--- src/sv/vasdc_pkg.sv ---
package vasdc_pkg;

  localparam int ELEM_W = 16;
  localparam int PROD_W = 2 * ELEM_W;
  localparam int ACC_W  = 48;
  localparam int HALF_W = ACC_W / 2;
  localparam int WIDE_W = 2 * ACC_W;
  localparam int QUOT_W = 60;
  localparam int ROOT_W = QUOT_W / 2;
  localparam int CNT_W  = 6;

  localparam logic [CNT_W-1:0] MUL_LAST  = CNT_W'(3);
  localparam logic [CNT_W-1:0] DIV_LAST  = CNT_W'(QUOT_W);
  localparam logic [CNT_W-1:0] SQRT_LAST = CNT_W'(ROOT_W);

  typedef enum logic [1:0] {
    MODE_ADD = 2'd0,
    MODE_SUB = 2'd1,
    MODE_DOT = 2'd2,
    MODE_COS = 2'd3
  } mode_t;

  typedef enum logic [3:0] {
    ST_IDLE,
    ST_PROD,
    ST_ACC,
    ST_MUL_P,
    ST_MUL_D,
    ST_DIV,
    ST_SQRT,
    ST_EMIT
  } state_t;

  typedef struct packed {
    logic             load;
    logic             prod;
    logic             acc;
    logic             mul;
    logic             mul_dot;
    logic             div;
    logic             sqrt;
    logic             emit;
    logic [CNT_W-1:0] cnt;
  } cmd_t;

  typedef struct packed {
    mode_t held_mode;
    logic  last;
    logic  norm_zero;
    logic  out_free;
  } stat_t;

  function automatic logic signed [ACC_W-1:0] sat_add(
    input logic signed [ACC_W-1:0]  acc,
    input logic signed [PROD_W-1:0] p
  );
    logic signed [ACC_W:0] s;
    s = (ACC_W+1)'(acc) + (ACC_W+1)'(p);
    if (s[ACC_W] != s[ACC_W-1]) begin
      sat_add = s[ACC_W] ? {1'b1, {(ACC_W-1){1'b0}}} : {1'b0, {(ACC_W-1){1'b1}}};
    end else begin
      sat_add = s[ACC_W-1:0];
    end
  endfunction

endpackage

--- src/sv/vasdc_ctrl.sv ---
module vasdc_ctrl import vasdc_pkg::*; (
  input  logic  clk,
  input  logic  rst,
  input  logic  in_valid,
  output logic  in_ready,
  input  stat_t stat,
  output cmd_t  cmd
);

  state_t           state, state_next;
  logic [CNT_W-1:0] cnt, cnt_next;

  always_ff @(posedge clk) begin
    if (rst) begin
      state <= ST_IDLE;
      cnt   <= '0;
    end else begin
      state <= state_next;
      cnt   <= cnt_next;
    end
  end

  always_comb begin
    state_next = state;
    cnt_next   = '0;
    cmd        = '0;
    cmd.cnt    = cnt;
    in_ready   = 1'b0;
    case (state)
      ST_IDLE: begin
        in_ready = 1'b1;
        if (in_valid) begin
          cmd.load   = 1'b1;
          state_next = ST_PROD;
        end
      end
      ST_PROD: begin
        cmd.prod = 1'b1;
        if (stat.held_mode == MODE_ADD || stat.held_mode == MODE_SUB) begin
          state_next = ST_EMIT;
        end else begin
          state_next = ST_ACC;
        end
      end
      ST_ACC: begin
        cmd.acc = 1'b1;
        if (!stat.last) begin
          state_next = ST_IDLE;
        end else if (stat.held_mode == MODE_DOT) begin
          state_next = ST_EMIT;
        end else begin
          state_next = ST_MUL_P;
        end
      end
      ST_MUL_P: begin
        if (stat.norm_zero) begin
          state_next = ST_EMIT;
        end else begin
          cmd.mul = 1'b1;
          if (cnt == MUL_LAST) begin
            state_next = ST_MUL_D;
          end else begin
            cnt_next = cnt + 1'b1;
          end
        end
      end
      ST_MUL_D: begin
        cmd.mul     = 1'b1;
        cmd.mul_dot = 1'b1;
        if (cnt == MUL_LAST) begin
          state_next = ST_DIV;
        end else begin
          cnt_next = cnt + 1'b1;
        end
      end
      ST_DIV: begin
        cmd.div = 1'b1;
        if (cnt == DIV_LAST) begin
          state_next = ST_SQRT;
        end else begin
          cnt_next = cnt + 1'b1;
        end
      end
      ST_SQRT: begin
        cmd.sqrt = 1'b1;
        if (cnt == SQRT_LAST) begin
          state_next = ST_EMIT;
        end else begin
          cnt_next = cnt + 1'b1;
        end
      end
      ST_EMIT: begin
        if (stat.out_free) begin
          cmd.emit   = 1'b1;
          state_next = ST_IDLE;
        end
      end
      default: begin
        state_next = ST_IDLE;
      end
    endcase
  end

endmodule

--- config.mk ---
export PLATFORM = sky130hd
export DESIGN_NAME = vasdc_ctrl
export DESIGN_NICKNAME = d
export VERILOG_FILES = /design/src/sv/vasdc_pkg.sv /design/src/sv/vasdc_ctrl.sv
export SDC_FILE = /design/constraint.sdc
export NUM_CORES = 1
export LEC_CHECK = 0
export ABC_AREA = 1
export BUFFER_PORTS_ARGS = -buffer_cell sky130_fd_sc_hd__clkbuf_2
export CORE_MARGIN = 4
export CORE_UTILIZATION = 43
export DETAILED_ROUTE_END_ITERATION = 10
export GPL_TIMING_DRIVEN = 0
export PLACE_DENSITY = 0.76
export SLEW_MARGIN = 20
export SYNTH_ARGS = -nofsm -noshare
export SYNTH_HDL_FRONTEND = slang
export SYNTH_SLANG_ARGS = --single-unit
export TNS_END_PERCENT = 30
--- constraint.sdc ---
create_clock -name clk -period 1.35 [get_ports clk]
set_clock_uncertainty 0.2 [all_clocks]
set_input_delay 0.0675 -clock clk [delete_from_list [all_inputs] [get_ports clk]]
set_output_delay 0.0675 -clock clk [all_outputs]
set_load 0.03 [all_outputs]
==> results.toml, run 1 <==
[grt]
grt-ovfl-total = 0
globalRouteMet2Util = 0.298
grtUsageMet3 = 0.0451
grt-busiest-layer = "met2"
grt_usage = 0.186
grt_pass1_wl_um = 2920
use_met1 = 0.220
antenna_found_initial = 0
grt_pass1_vias = 714
grt_start_max_net_pins = 9

[finish]
multi_input_area_um2 = 531
area_growth_pct = 55.2
regArea_um2 = 200
antenna_cells = 0
layout-drive-gt1-share = 0.500
final_nets = 154
fillers = 128

[power]
power_density_mw_per_mm2 = 1680
power.total_mw = 1.79
ir_worst_vdd_mv = 0.983
power.leakage_nw = 0.508

[synthesis]
synth_fp_nets = 123
synthMuxAreaShare = 0
yosysUniqueCellTypes = 20
yosys.area_share.simple = 0.466
synthXorXnorAreaFrac = 0.0255
avgSynthCellArea_um2 = 6.13
synth_compound_area_frac = 0.0656
syn_area_um2 = 687
synth_seq_cells = 9
synth_top_family_by_area = "simple AND/OR/NAND/NOR gates"
synth_seq_area_share = 0.262
syn_inst = 112
yosysWarnings = 0
synthAdderAreaFrac = 0.0546

[worst_setup_path]
crit_slowest_cell = "dfxtp_2"
path_depth = 5
critPathLaunchType = "flop"
required_ns = 1.08
cp.arrival_ns = 1.27
cpPeakStageDelay_ns = 0.42
cp_cell_sequence = "nand2_1 > nor2_2 > nand2_2 > nand2_4 > clkbuf_4"
path_buf_inv = 1
ff2ff_path_depth = 10
cp_top_family = "flip-flops"
r2r_setup_slack_ns = -0.17
cp_max_fo = 6
path_class = "reg2out"
r2r-end = "state[1]"
crit_path_end_kind = "output port"
timing.rr.start = "cnt[0]"

[timing]
fmax_mhz = 649
rsz0062_at_grt = "true"
layout_setup_ws_ns = -0.190
slew-limit-headroom = 0.830
final-setup-viol-count = 16
maxSlewViolCount = 0
tns_ns = -1.72
final_hold_viol_count = 0
worst-slew-pin-transition_ns = 0.255
min_period_ns = 1.54
fin_crit_sh = 1.14

[routing]
dr.first_iter.drc_count = 14
viasPerCell = 5.25
wl_per_cell_um = 11.8
via_count = 830
postRouteWirelength_um = 1860
firstDrtPassIters = 4
antenna_left = 0
drc_errors = 0

[placement]
hpwlAfterDp_um = 1320
port_buffers = 22
globalplace.congestion = 0.860

[die]
dieWidth_um = 48.0
placementRows = 14
dieHeight_um = 48.0
coreArea_mm2 = 0.00151
die_area_mm2 = 0.00230
start_util = 0.456
io_pins = 23

[clock_network]
cts-root-buf = "clkbuf_4"
clock_path_buffers = 2
cts_made_buffers = 3
clk_latency_ns = 0.27
cts_tree = "done"
clock-sinks = 9
htree_levels = 1
path_clk_slew_ns = 0.05

[min_path]
holdPathStages = 5
hold_path_class = "in2reg"
min_from = "stat[2]"
hold_path_end = "state[0]"

[run_status]
status = "finished, violations left"
violations = "negative setup slack"

[job]
drv_cap = 0
-- tightest hold or removal path: stages --
cell and delay (ns):
clkbuf_2 0.09, nand2_1 0.06, nand4_1 0.11, nor2_2 0.05, nor2_2 0.08
-- state kept, by name (all words and copies together), names as in the netlist --
signal	flops
cnt	6
state	3
-- Yosys cell counts, drive strengths merged --
cell	number	share of area
nor3	4	0.036
xor2	2	0.026
nand3	11	0.087
nand2	25	0.14
nor2	24	0.16
o21ai	4	0.040
inv	23	0.13
nand4	4	0.036
ha	3	0.055
a21oi	1	0.013
o2111ai	1	0.013
or2	1	0.0091
dfxtp	9	0.26
-- logic make-up after synthesis --
logic type / Yosys count
simple gates: 69
flops: 9
compound gates: 6
xor+xnor: 2
buf+inv: 23
fa+ha+maj: 3
-- cells in the final DEF, fill, tap and decap left out, types with 2 or more instances in the layout --
cell      instances
buf_4             5
clkbuf_2         13
clkbuf_4          7
clkbuf_8          2
dfxtp_2           4
dfxtp_4           4
ha_4              3
inv_1            16
inv_2             2
inv_4             4
nand2_1          21
nand2_2           3
nand3_1           6
nand3_2           3
nand3_4           2
nand4_1           4
nor2_1           13
nor2_2            9
nor2_4            2
nor3_1            2
nor3_2            2
o21ai_2           2
xor2_1            2
-- worst max-delay path by stage --
stage	from	end	slack, ns
after floorplan	cnt[1]	state[0]	-0.13
after global placement	state[1]	state[2]	-0.22
after detailed placement	state[1]	state[2]	-0.22
after CTS	cnt[1]	state[1]	-0.16
after global routing	cnt[0]	state[1]	-0.28
final	state[1]	cmd[10]	-0.19
-- metrics by stage --
| step | cells | hold slack [ns] | setup WS (ns) | utilization | instance area (µm²) |
|---|---|---|---|---|---|
| after floorplan | 112 | 0.0693 | -0.130 | - | 762 |
| after global placement | 150 | 0.189 | -0.224 | 0.592 | 892 |
| after detailed placement | 150 | 0.199 | -0.218 | 0.592 | 892 |
| after CTS | 158 | 0.0359 | -0.162 | 0.682 | 1030 |
| after global routing | 158 | 0.0711 | -0.277 | 0.708 | 1070 |
| final | 158 | 0.0287 | -0.190 | 0.708 | 1070 |
-- metal layers --
| layer | share of wire | vias to the layer above |
|---|---|---|
| li1 | - | 413 |
| met1 | 0.41 | 382 |
| met2 | 0.50 | 28 |
| met3 | 0.072 | 7 |
| met4 | 0.024 | 0 |
| met5 | 0 | - |
-- power breakdown --
part / total [mW] / leakage [nW] / switching, mW / internal, mW
Sequential: 0.457 / 0.0780 / 0.122 / 0.335
Combinational: 1.13 / 0.415 / 0.699 / 0.428
Clock: 0.211 / 0.0150 / 0.0968 / 0.114
-- cell type report --
type | instances | share of cell area
well taps | 16 | 0.0188
multi-input cells | 80 | 0.498
repair buffers | 26 | 0.174
flip-flops and latches | 9 | 0.188
inverters | 23 | 0.0974
clock buffers | 4 | 0.0246
-- what timing repair did --
item | 4_1_cts | 5_1_grt
endpoints found under the hold margin | 9 | 0
pin swaps | 3 | 0
setup buffers | 3 | 0
gates resized for setup | 24 | 12
hold buffers | 1 | 0
setup endpoints to repair | 18 | 18
Note: power is estimated with default switching activity, not from simulation.
==> inputs of run 2 (changes only) <==
--- a/config.mk
+++ b/config.mk
@@ -7,7 +7,6 @@
 export LEC_CHECK = 0
 export ABC_AREA = 1
 export BUFFER_PORTS_ARGS = -buffer_cell sky130_fd_sc_hd__clkbuf_2
-export CORE_MARGIN = 4
 export CORE_UTILIZATION = 43
 export DETAILED_ROUTE_END_ITERATION = 10
 export GPL_TIMING_DRIVEN = 0
==> run 2 against run 1 <==
Compared with the run above:
- the flow still finishes with violations (negative setup slack)
- combinational power is essentially flat
- sequential cell count unchanged
- critical path depth grew 2
- hold slack gained 0.022 ns
- final cell count fell by 0.63%
- clock power down 5%
- count of clock-buffer cells in the layout unchanged
- total power decreased by 1.3%
- via count is 3.7% lower
- routed wire length down 4.0%
- critical endpoint is now cnt[1]
==> results.toml, run 2 (synthesis gave the netlist of run 1 again) <==
[grt]
grt_pass1_vias = 758
grt-ovfl-total = 0
grt_usage = 0.223
grt_start_max_net_pins = 9
antenna_found_initial = 0
grt_pass1_wl_um = 3040

[die]
io_pins = 23
start_util = 0.456
dieHeight_um = 42.0
dieWidth_um = 42.0
placementRows = 14
coreArea_mm2 = 0.00151
die_area_mm2 = 0.00176

[power]
power.leakage_nw = 0.507
ir_worst_vdd_mv = 0.911
power.total_mw = 1.77
power_density_mw_per_mm2 = 1660

[clock_network]
cts_tree = "done"
clk_latency_ns = 0.25
cts_made_buffers = 3
path_clk_slew_ns = 0.06
clock-sinks = 9
cts-root-buf = "clkbuf_4"
htree_levels = 1
clock_path_buffers = 2

[worst_setup_path]
r2r_setup_slack_ns = -0.19
cp.arrival_ns = 1.48
path_class = "reg2reg"
crit_path_end_kind = "flop"
timing.rr.start = "cnt[1]"
ff2ff_path_depth = 7
setup.worst_path.start = "cnt[1]"
required_ns = 1.29
cp_cell_sequence = "inv_4 > ha_4 > nand3_2 > o21ai_1 > nand2_1 > o21ai_2 > nor2_1"
crit_slowest_cell = "dfxtp_4"
critPathLaunchType = "flop"
r2r-end = "cnt[1]"
cpPeakStageDelay_ns = 0.38
cp_max_fo = 5

[finish]
largest_reg_flops = 6
area_growth_pct = 54.8
fin_cells = 157
fillers = 132
regMostFlops = "cnt"
layout-drive-gt1-share = 0.504
final_area_mm2 = 0.00106
layout_commonest_cell = "nand2_1"
antenna_cells = 0
most-common-layout-cells = "21 x nand2_1, 16 x inv_1, 13 x nor2_1, 13 x clkbuf_2, 9 x nor2_2"
final_nets = 153
post-route-util = 0.706
reg.largest.list = "cnt (6), state (3)"

[timing]
fmax_mhz = 648
layout_setup_ws_ns = -0.193
rsz0062_at_grt = "true"
min_period_ns = 1.54
slew-limit-headroom = 0.825
worst-slew-pin-transition_ns = 0.262
maxSlewViolCount = 0
fin_crit_sh = 1.14
final-setup-viol-count = 13
final_hold_viol_count = 0

[min_path]
hold_path_end = "state[0]"
hold_path_class = "in2reg"
min_from = "stat[2]"
holdPathStages = 5

[placement]
place_inst = 150
hpwlAfterDp_um = 1320
port_buffers = 22
globalplace.congestion = 0.853
placed_area_um2 = 892

[job]
drv_cap = 0

[routing]
postRouteWirelength_um = 1790
antenna_left = 0
wl_per_cell_um = 11.4
dr.first_iter.drc_count = 8
viasPerCell = 5.09
firstDrtPassIters = 4
via_count = 799
drc_errors = 0

[run_status]
violations = "negative setup slack"
status = "finished, violations left"
[run 2: changes by cell type in the layout (fill, tap and decap cells not counted), sizes merged]
| cell | before | now |
|---|---|---|
| buf | 6 | 5 |
[run 2: worst max-delay path by stage]
| stage | to | slack, ns | cells after the start |
|---|---|---|---|
| after floorplan | state[0] | -0.13 | 8 |
| after global placement | state[2] | -0.22 | 7 |
| after detailed placement | state[2] | -0.24 | 7 |
| after CTS | state[0] | -0.17 | 10 |
| after global routing | state[0] | -0.29 | 10 |
| final | cnt[1] | -0.19 | 7 |
[run 2: per-stage QoR]
step                      setup TNS, ns  hold slack [ns]  setup WS (ns)
after floorplan                  -0.728           0.0693         -0.130
after global placement            -1.26            0.189         -0.224
after detailed placement          -1.40            0.201         -0.243
after CTS                         -1.55           0.0497         -0.167
after global routing              -3.14           0.0788         -0.293
final                             -1.71           0.0507         -0.193
[run 2: critical path: cells and delay by family (launching register included)]
| family | cells | cell delay (ns) |
|---|---|---|
| AO/OA/AOI/OAI | 2 | 0.39 |
| flip-flops | 1 | 0.38 |
| AND/OR/NAND/NOR | 3 | 0.28 |
| adder cells (fa/ha/maj) | 1 | 0.12 |
| buffers and inverters | 1 | 0.06 |
[run 2: routing by layer]
metal	wire length [µm]	share of wire	track usage
met1	824	0.46	0.283
met2	913	0.51	0.388
met3	44	0.025	0.0259
met4	8	0.0045	0.0774
met5	0	0	0
[run 2: where the power goes]
part	internal [mW]	leakage (nW)	switching (mW)
registers	0.335	0.0780	0.116
logic	0.426	0.414	0.693
clock network	0.113	0.0150	0.0868
[run 2: area by class of cell]
class / count / area, µm² / area share
inverters: 23 / 98.8 / 0.0929
flip-flops and latches: 9 / 200 / 0.188
well taps: 16 / 20.0 / 0.0188
clock buffers: 4 / 26.3 / 0.0247
repair buffers: 25 / 190 / 0.179
multi-input cells: 80 / 528 / 0.496
[run 2: what timing repair did]
item	in CTS	in global routing
hold endpoints to repair	7	0
gates cloned	0	0
resized for setup	23	14
setup buffers	2	0
setup endpoints to repair	18	18
hold buffers	1	0
pin swaps	6	2
==> inputs of run 3 (changes only) <==
--- a/config.mk
+++ b/config.mk
@@ -7,10 +7,12 @@
 export LEC_CHECK = 0
 export ABC_AREA = 1
 export BUFFER_PORTS_ARGS = -buffer_cell sky130_fd_sc_hd__clkbuf_2
-export CORE_UTILIZATION = 43
+export CORE_UTILIZATION = 46
+export CTS_BUF_LIST = sky130_fd_sc_hd__clkbuf_2 sky130_fd_sc_hd__clkbuf_4 sky130_fd_sc_hd__clkbuf_8
 export DETAILED_ROUTE_END_ITERATION = 10
 export GPL_TIMING_DRIVEN = 0
-export PLACE_DENSITY = 0.76
+export PLACE_DENSITY = 0.8
+export SKIP_LAST_GASP = 1
 export SLEW_MARGIN = 20
 export SYNTH_ARGS = -nofsm -noshare
 export SYNTH_HDL_FRONTEND = slang
==> run 3 against run 2 <==
Compared with the run above:
- the run still ends with negative setup slack left
- total power rose by 0.97%
- utilization increased by 6.6 points
- cell area fell by 2.0%
- non-clock buffer count is 2 higher
- combinational power about the same
- global-route usage is 1.7 points higher
- final cell count increased by 0.64%
- critical path type is now reg2out
- largest cell class unchanged
==> results.toml, run 3 (synthesis gave the netlist of run 1 again) <==
[die]
start_util = 0.509
die_area_mm2 = 0.00165
dieWidth_um = 40.6
io_pins = 23
placementRows = 13
dieHeight_um = 40.6
coreArea_mm2 = 0.00135

[routing]
antenna_left = 0
dr.max_layer_used = "met4"
via_count = 843
dr.first_iter.drc_count = 24
firstDrtPassIters = 4
met2_wirelength_um = 915
wl_per_cell_um = 12.0
viasPerCell = 5.34
drc_errors = 0
wl_met1_um = 856
dr_wl_met3_um = 99
postRouteWirelength_um = 1900

[worst_setup_path]
timing.rr.start = "state[1]"
path_class = "reg2out"
cp_cell_sequence = "nand2_1 > nor2_2 > nand2_1 > nand2_4 > clkbuf_4"
critPathLaunchType = "flop"
cpPeakStageDelay_ns = 0.42
crit_path_end_kind = "output port"
cp.arrival_ns = 1.33
cpMostUsedCell = "nand2_1"
required_ns = 1.08
setup.worst_path.start = "state[1]"
crit_slowest_cell = "dfxtp_2"
cp_max_fo = 6

[clock_network]
path_clk_slew_ns = 0.06
cts_tree = "done"
htree_levels = 1
clock_path_buffers = 2
clk_latency_ns = 0.26
cts-root-buf = "clkbuf_4"
cts_made_buffers = 3
clock-sinks = 9

[grt]
grt-ovfl-total = 0
antenna_found_initial = 0
grt_usage = 0.240
grt_pass1_wl_um = 2600
grt_pass1_vias = 661
grt_start_max_net_pins = 9

[finish]
fillers = 95
regArea_um2 = 198
antenna_cells = 0
regMostFlops = "cnt"
final_nets = 155
multi_input_area_um2 = 539
reg.largest.list = "cnt (6), state (3)"
most-common-layout-cells = "21 x nand2_1, 19 x clkbuf_2, 16 x inv_1"
layout-drive-gt1-share = 0.510
area_growth_pct = 51.7
largest_reg_flops = 6
layout_commonest_cell = "nand2_1"

[job]
drv_cap = 0

[timing]
layout_setup_ws_ns = -0.246
maxSlewViolCount = 0
worst-slew-pin-transition_ns = 0.267
rsz0062_at_grt = "true"
final_hold_viol_count = 0
final-setup-viol-count = 18
min_period_ns = 1.60
slew-limit-headroom = 0.822
whs_ns = 0.0394
fmax_mhz = 627
tns_ns = -2.36
fin_crit_sh = 1.18

[min_path]
min_from = "stat[2]"
hold_path_class = "in2reg"

[power]
power.leakage_nw = 0.502
power.total_mw = 1.79
ir_worst_vdd_mv = 1.03
power_density_mw_per_mm2 = 1710

[run_status]
status = "finished, violations left"
violations = "negative setup slack"

[placement]
port_buffers = 22
hpwlAfterDp_um = 1330
globalplace.congestion = 0.796
post-place-ws_ns = -0.216
[run 3: changes by cell type in the layout (fill, tap and decap cells not counted), sizes merged]
cell | previous run | this run
clkbuf | 23 | 25
[run 3: power by group]
part / switching [mW] / total [mW] / internal (mW)
registers: 0.113 / 0.444 / 0.331
clock network: 0.0970 / 0.231 / 0.134
logic: 0.714 / 1.11 / 0.399
total: 0.923 / 1.79 / 0.864
[run 3: worst paths after layout]
check / slack [ns] / cells after the start / endpoint
min reg2reg: 0.38 / 2 / cnt[0]
max reg2reg: -0.18 / 6 / cnt[2]
min: 0.04 / 5 / state[0]
max: -0.25 / 5 / cmd[10]
[run 3: area by class of cell]
type | count | share of cell area
Multi-Input combinational cell | 80 | 0.517
Sequential cell | 9 | 0.190
Timing Repair Buffer | 27 | 0.151
Inverter | 23 | 0.0948
Clock buffer | 4 | 0.0288
Tap cell | 15 | 0.0180
[run 3: through the flow]
stage          utilization  instance area, µm²  instances
3_3_place_gp         0.660                 891        149
4_1_cts              0.715                 966        155
3_5_place_dp         0.660                 891        149
2_1_floorplan            -                 762        112
6_report             0.772                1040        158
5_1_grt              0.772                1040        158
[run 3: critical path: cells and delay by family, from the launching register on]
family,cells,cell delay (ns)
flops,1,0.42
simple gates,4,0.46
buf+inv,1,0.18
[run 3: timing repair]
action / CTS / global route
hold buffers: 1 / 0
gates resized for setup: 9 / 16
endpoints found under the setup margin: 18 / 18
hold endpoints to repair: 8 / 0
pin swaps: 1 / 12
buffers inserted: 1 / 3
[run 3: routing by layer]
metal | vias up | GRT usage
li1 | 410 | -
met1 | 392 | 0.304
met2 | 36 | 0.393
met3 | 5 | 0.0489
met4 | 0 | 0.100
met5 | - | 0
